$ cat src/design/oaid_pkg.sv
`default_nettype none
// ----------------------------------------------------------------------------
// oaid_pkg: shared types and constants of the ordered array block
// Opcode and status codes, field widths and the command struct that the
// control logic broadcasts to every storage cell.
// ----------------------------------------------------------------------------
package oaid_pkg;

   localparam int CAPACITY_DEFAULT = 128;
   localparam int DATA_WIDTH       = 32;
   localparam int POS_WIDTH        = 8;
   localparam int COUNT_WIDTH      = 8;

   typedef enum logic {
      OP_INSERT = 1'b0,
      OP_DELETE = 1'b1
   } oaid_opcode_type;

   typedef enum logic [1:0] {
      ST_OK     = 2'd0,
      ST_BADPOS = 2'd1,
      ST_FULL   = 2'd2
   } oaid_status_type;

   // command seen by every cell in the cycle an item is accepted
   typedef struct packed {
      logic                  shift_up;
      logic                  shift_down;
      logic [POS_WIDTH-1:0]  slot;
      logic [DATA_WIDTH-1:0] value;
   } oaid_cmd_type;

endpackage : oaid_pkg
`default_nettype wire

$ cat src/design/oaid_cell.sv
`default_nettype none
// ----------------------------------------------------------------------------
// oaid_cell: one storage place of the ordered array
// Holds one entry; on a command it keeps it, takes the left neighbor's entry
// (insert below it), the new value (insert here) or the right neighbor's
// entry (delete at or below it). Drives its entry on the tap when selected.
// ----------------------------------------------------------------------------
module oaid_cell #(
   parameter int INDEX = 0
) (
   input  wire                                 clock,
   input  wire oaid_pkg::oaid_cmd_type         cmd,
   input  wire logic [oaid_pkg::DATA_WIDTH-1:0] left_data,
   input  wire logic [oaid_pkg::DATA_WIDTH-1:0] right_data,
   output logic [oaid_pkg::DATA_WIDTH-1:0]      data,
   output logic [oaid_pkg::DATA_WIDTH-1:0]      tap
);
   import oaid_pkg::*;

   localparam logic [POS_WIDTH-1:0] MY_SLOT = POS_WIDTH'(INDEX);

   logic [DATA_WIDTH-1:0] data_ff;
   logic [DATA_WIDTH-1:0] data_in;
   logic                  above;
   logic                  here;

   assign above = (MY_SLOT > cmd.slot);
   assign here  = (MY_SLOT == cmd.slot);

   // pick the next entry from the neighbors or the new value
   always_comb begin
      data_in = data_ff;
      if (cmd.shift_up) begin
         if (above) begin
            data_in = left_data;
         end else if (here) begin
            data_in = cmd.value;
         end
      end else if (cmd.shift_down) begin
         if (above || here) begin
            data_in = right_data;
         end
      end
   end

   // hold the entry
   always_ff @(posedge clock) begin
      data_ff <= data_in;
   end

   assign data = data_ff;
   assign tap  = here ? data_ff : '0;

endmodule : oaid_cell
`default_nettype wire

$ cat config.mk
export PLATFORM = sky130hd
export DESIGN_NAME = oaid_cell
export DESIGN_NICKNAME = d
export VERILOG_FILES = /design/src/design/oaid_pkg.sv /design/src/design/oaid_cell.sv
export SDC_FILE = /design/constraint.sdc
export NUM_CORES = 1
export LEC_CHECK = 0
export ABC_AREA = 1
export BUFFER_PORTS_ARGS = -buffer_cell sky130_fd_sc_hd__buf_4
export CAP_MARGIN = 20
export CORE_MARGIN = 1
export CORE_UTILIZATION = 42
export DETAILED_ROUTE_END_ITERATION = 8
export PLACE_DENSITY = 0.87
export SLEW_MARGIN = 20
export SYNTH_ARGS = -nofsm -noshare
export SYNTH_HDL_FRONTEND = slang
export SYNTH_SLANG_ARGS = --single-unit
$ cat constraint.sdc
create_clock -name clock -period 5.7 [get_ports clock]
set_clock_uncertainty 0.15 [all_clocks]
set_input_delay 0.57 -clock clock [delete_from_list [all_inputs] [get_ports clock]]
set_output_delay 0.57 -clock clock [all_outputs]
set_load 0.02 [all_outputs]
==> load_flow_metrics.sql <==
INSERT INTO impl_metrics (metric_group, metric, value, unit) VALUES
('yosys', 'synthesis.area_per_instance', '13.8', 'um2'),
('floorplan', 'floorplan.die_area', '5100', 'um2'),
('finish', 'fin_area', '3120', 'um2'),
('worst_setup_path', 'critPathLaunchType', 'input port', ''),
('global_routing', 'antenna_found_initial', '0', ''),
('sta', 'drv_slew', '0', ''),
('status', 'violations_in_the_final_reports', 'DRC', ''),
('floorplan', 'design.portCount', '171', ''),
('cts', 'htreeDepth', '2', ''),
('cts', 'cts_made_buffers', '5', ''),
('yosys', 'ys_seq_elements', '32', ''),
('finish', 'multi_input_area', '821', 'um2'),
('finish', 'finish.net_count', '390', ''),
('pwr', 'report.power.total', '0.000555', 'W'),
('placement', 'portBuffers', '138', ''),
('cts', 'post_cts_resize_count', '0', ''),
('sta', 'rsz0062_at_grt', 'no', ''),
('sta', 'period_share', '46.1', '%'),
('yosys', 'syn_area', '2020', 'um2'),
('placement', 'placed_area', '3020', 'um2'),
('global_routing', 'overall_fraction_of_global_route_tracks_in_use', '18.9', '%'),
('worst_setup_path', 'critical_path_data_required_time', '4.98', 'ns'),
('placement', 'place.detailed.hpwl', '3.62', 'mm'),
('cts', 'clkSinkCount', '32', ''),
('cts', 'cts-root-to-sink-buffers', '2', ''),
('global_routing', 'grt_first_pass_wirelength', '7.29', 'mm'),
('global_routing', 'first_global_vias', '1590', ''),
('finish', 'layout_common_cells', 'sky130_fd_sc_hd__buf_4, sky130_fd_sc_hd__inv_1, sky130_fd_sc_hd__edfxtp_1', ''),
('global_routing', 'grt_max_degree', '34', ''),
('worst_setup_path', 'crit_path_max_incr_delay', '0.52', 'ns'),
('worst_setup_path', 'critical_path_cell_list', 'buf_4 > nor2_1 > nand2_2 > nor3_1 > buf_4', ''),
('drt', 'detail_route.drc_violations', '8', ''),
('drt', 'detail_route.wirelength', '4.59', 'mm'),
('finish', 'area.sequential', '961', 'um2'),
('sta', 'final-setup-viol-count', '0', ''),
('worst_setup_path', 'cp_endpoint_kind', 'primary output', ''),
('sta', 'timing_worst_slew_pin_value', '0.952', 'ns'),
('sta', 'report.final.hold_viol_count', '0', ''),
('yosys', 'yosys.cell_types.count', '12', ''),
('floorplan', 'die_h', '71.4', 'um'),
('pwr', 'cellLeakagePower', '1.48', 'nW'),
('finish', 'insertedDiodeCount', '0', ''),
('cts', 'worst_setup_hold_path_clk_slew', '0.07', 'ns'),
('sta', 'fmax', '0.380', 'GHz'),
('sta', 'finalWorstPathRequiredPeriod', '2.63', 'ns'),
('floorplan', 'floorplan.initialDensity', '44.9', '%'),
('status', 'status', 'finished with violations', ''),
('worst_setup_path', 'critical_path_arrival', '1.91', 'ns'),
('yosys', 'synth.yosys.seq_area_share', '47.5', '%'),
('drt', 'detailedRoute.firstPassIterationCount', '5', ''),
('finish', 'largest_reg_flops', '32', ''),
('finish', 'layout-drive-gt1-share', '74.3', '%'),
('pwr', 'ir_worst_vdd', '0.135', 'mV'),
('hold_path', 'holdPathStages', '2', ''),
('floorplan', 'placement_rows', '24', ''),
('drt', 'drt_iter0_drc', '82', ''),
('drt', 'ant_nets', '0', ''),
('hold_path', 'min_delay_worst_endpoint', 'data[5]', ''),
('yosys', 'synthCells', '146', ''),
('worst_setup_path', 'path_class', 'input port to primary output', ''),
('floorplan', 'placeableCoreArea', '4500', 'um2'),
('cts', 'postCtsSetupRepairBufs', '0', ''),
('sta', 'final.hold.worst_slack', '0.437', 'ns'),
('hold_path', 'holdCritPathClass', 'input port to flip-flop', ''),
('cts', 'clock_tree_from_tritoncts', 'built', ''),
('yosys', 'synth_nets', '253', ''),
('finish', 'fillCellCount', '358', ''),
('placement', 'gp_congestion', '0.717', ''),
('finish', 'area_growth_syn_to_layout', '54.5', '%'),
('drt', 'routed_via_density', '4.63', ''),
('sta', 'tns_setup', '0', 'ns');
cells in the mapped netlist:
library cell               number  area (um2)
sky130_fd_sc_hd__inv_1         32         120
sky130_fd_sc_hd__nand2_2        1        6.26
sky130_fd_sc_hd__buf_4          3        22.5
sky130_fd_sc_hd__nor3_1         3        15.0
sky130_fd_sc_hd__nor3_2        30         300
sky130_fd_sc_hd__mux2_4        29         435
sky130_fd_sc_hd__edfxtp_1      32         961
sky130_fd_sc_hd__nand2_1        1        3.75
sky130_fd_sc_hd__buf_6          4        45.0
sky130_fd_sc_hd__mux2_2         3        33.8
sky130_fd_sc_hd__buf_12         3        60.1
sky130_fd_sc_hd__nor2_1         5        18.8
cell families (layout without fill, tap and decap cells):
| family | Yosys count | count (layout) | synth area share [%] |
|---|---|---|---|
| muxes | 32 | 32 | 23.2 |
| and+or+nand+nor | 40 | 40 | 17.0 |
| DFF | 32 | 32 | 47.5 |
| buffers and inverters | 42 | 180 | 12.3 |
report_power, final:
part / internal, W / leakage [nW] / switching [W]
Clock: 0.000127 / 0.0532 / 0.0000806
Sequential: 0.000261 / 0.288 / 0.000000336
Combinational: 0.0000593 / 1.14 / 0.0000261
worst max-delay path by stage:
| stage | start | end | slack (ns) | depth (start not counted) |
|---|---|---|---|---|
| 6_report | cmd[38] | tap[31] | 3.07 | 5 |
| 3_3_place_gp | cmd[38] | tap[0] | 3.11 | 5 |
| 3_5_place_dp | cmd[38] | tap[31] | 3.08 | 5 |
| 4_1_cts | cmd[38] | tap[31] | 3.06 | 5 |
| 2_1_floorplan | cmd[41] | data[0] | 1.97 | 4 |
| 5_1_grt | cmd[38] | tap[0] | 2.89 | 5 |
layer usage:
layer	track usage (%)	part of all wire [%]	vias up
li1	-	-	766
met1	17.4	32	701
met2	37.0	57	79
met3	8.16	9.9	8
met4	5.78	1.5	0
met5	0	0	-
per-stage QoR:
step | instances | setup WS [ns] | utilization, %
after global placement | 328 | 3.11 | 67.0
final | 336 | 3.07 | 69.4
after global routing | 336 | 2.89 | 69.4
after CTS | 336 | 3.06 | 69.4
after floorplan | 146 | 1.97 | -
after detailed placement | 328 | 3.08 | 67.0
final cells by class:
type	count	area share, %
clock buffers	5	2.20
inverters	32	3.84
well taps	52	2.08
repair buffers	140	33.6
clock inverters	3	1.20
flip-flops and latches	32	30.8
multi-input cells	72	26.3
critical path, delay by kind of cell:
| family | cells | cell delay [ns] |
|---|---|---|
| buffers and inverters | 2 | 0.31 |
| AND/OR/NAND/NOR | 3 | 1.03 |
No activity file was read; power rests on OpenSTA's default activity.
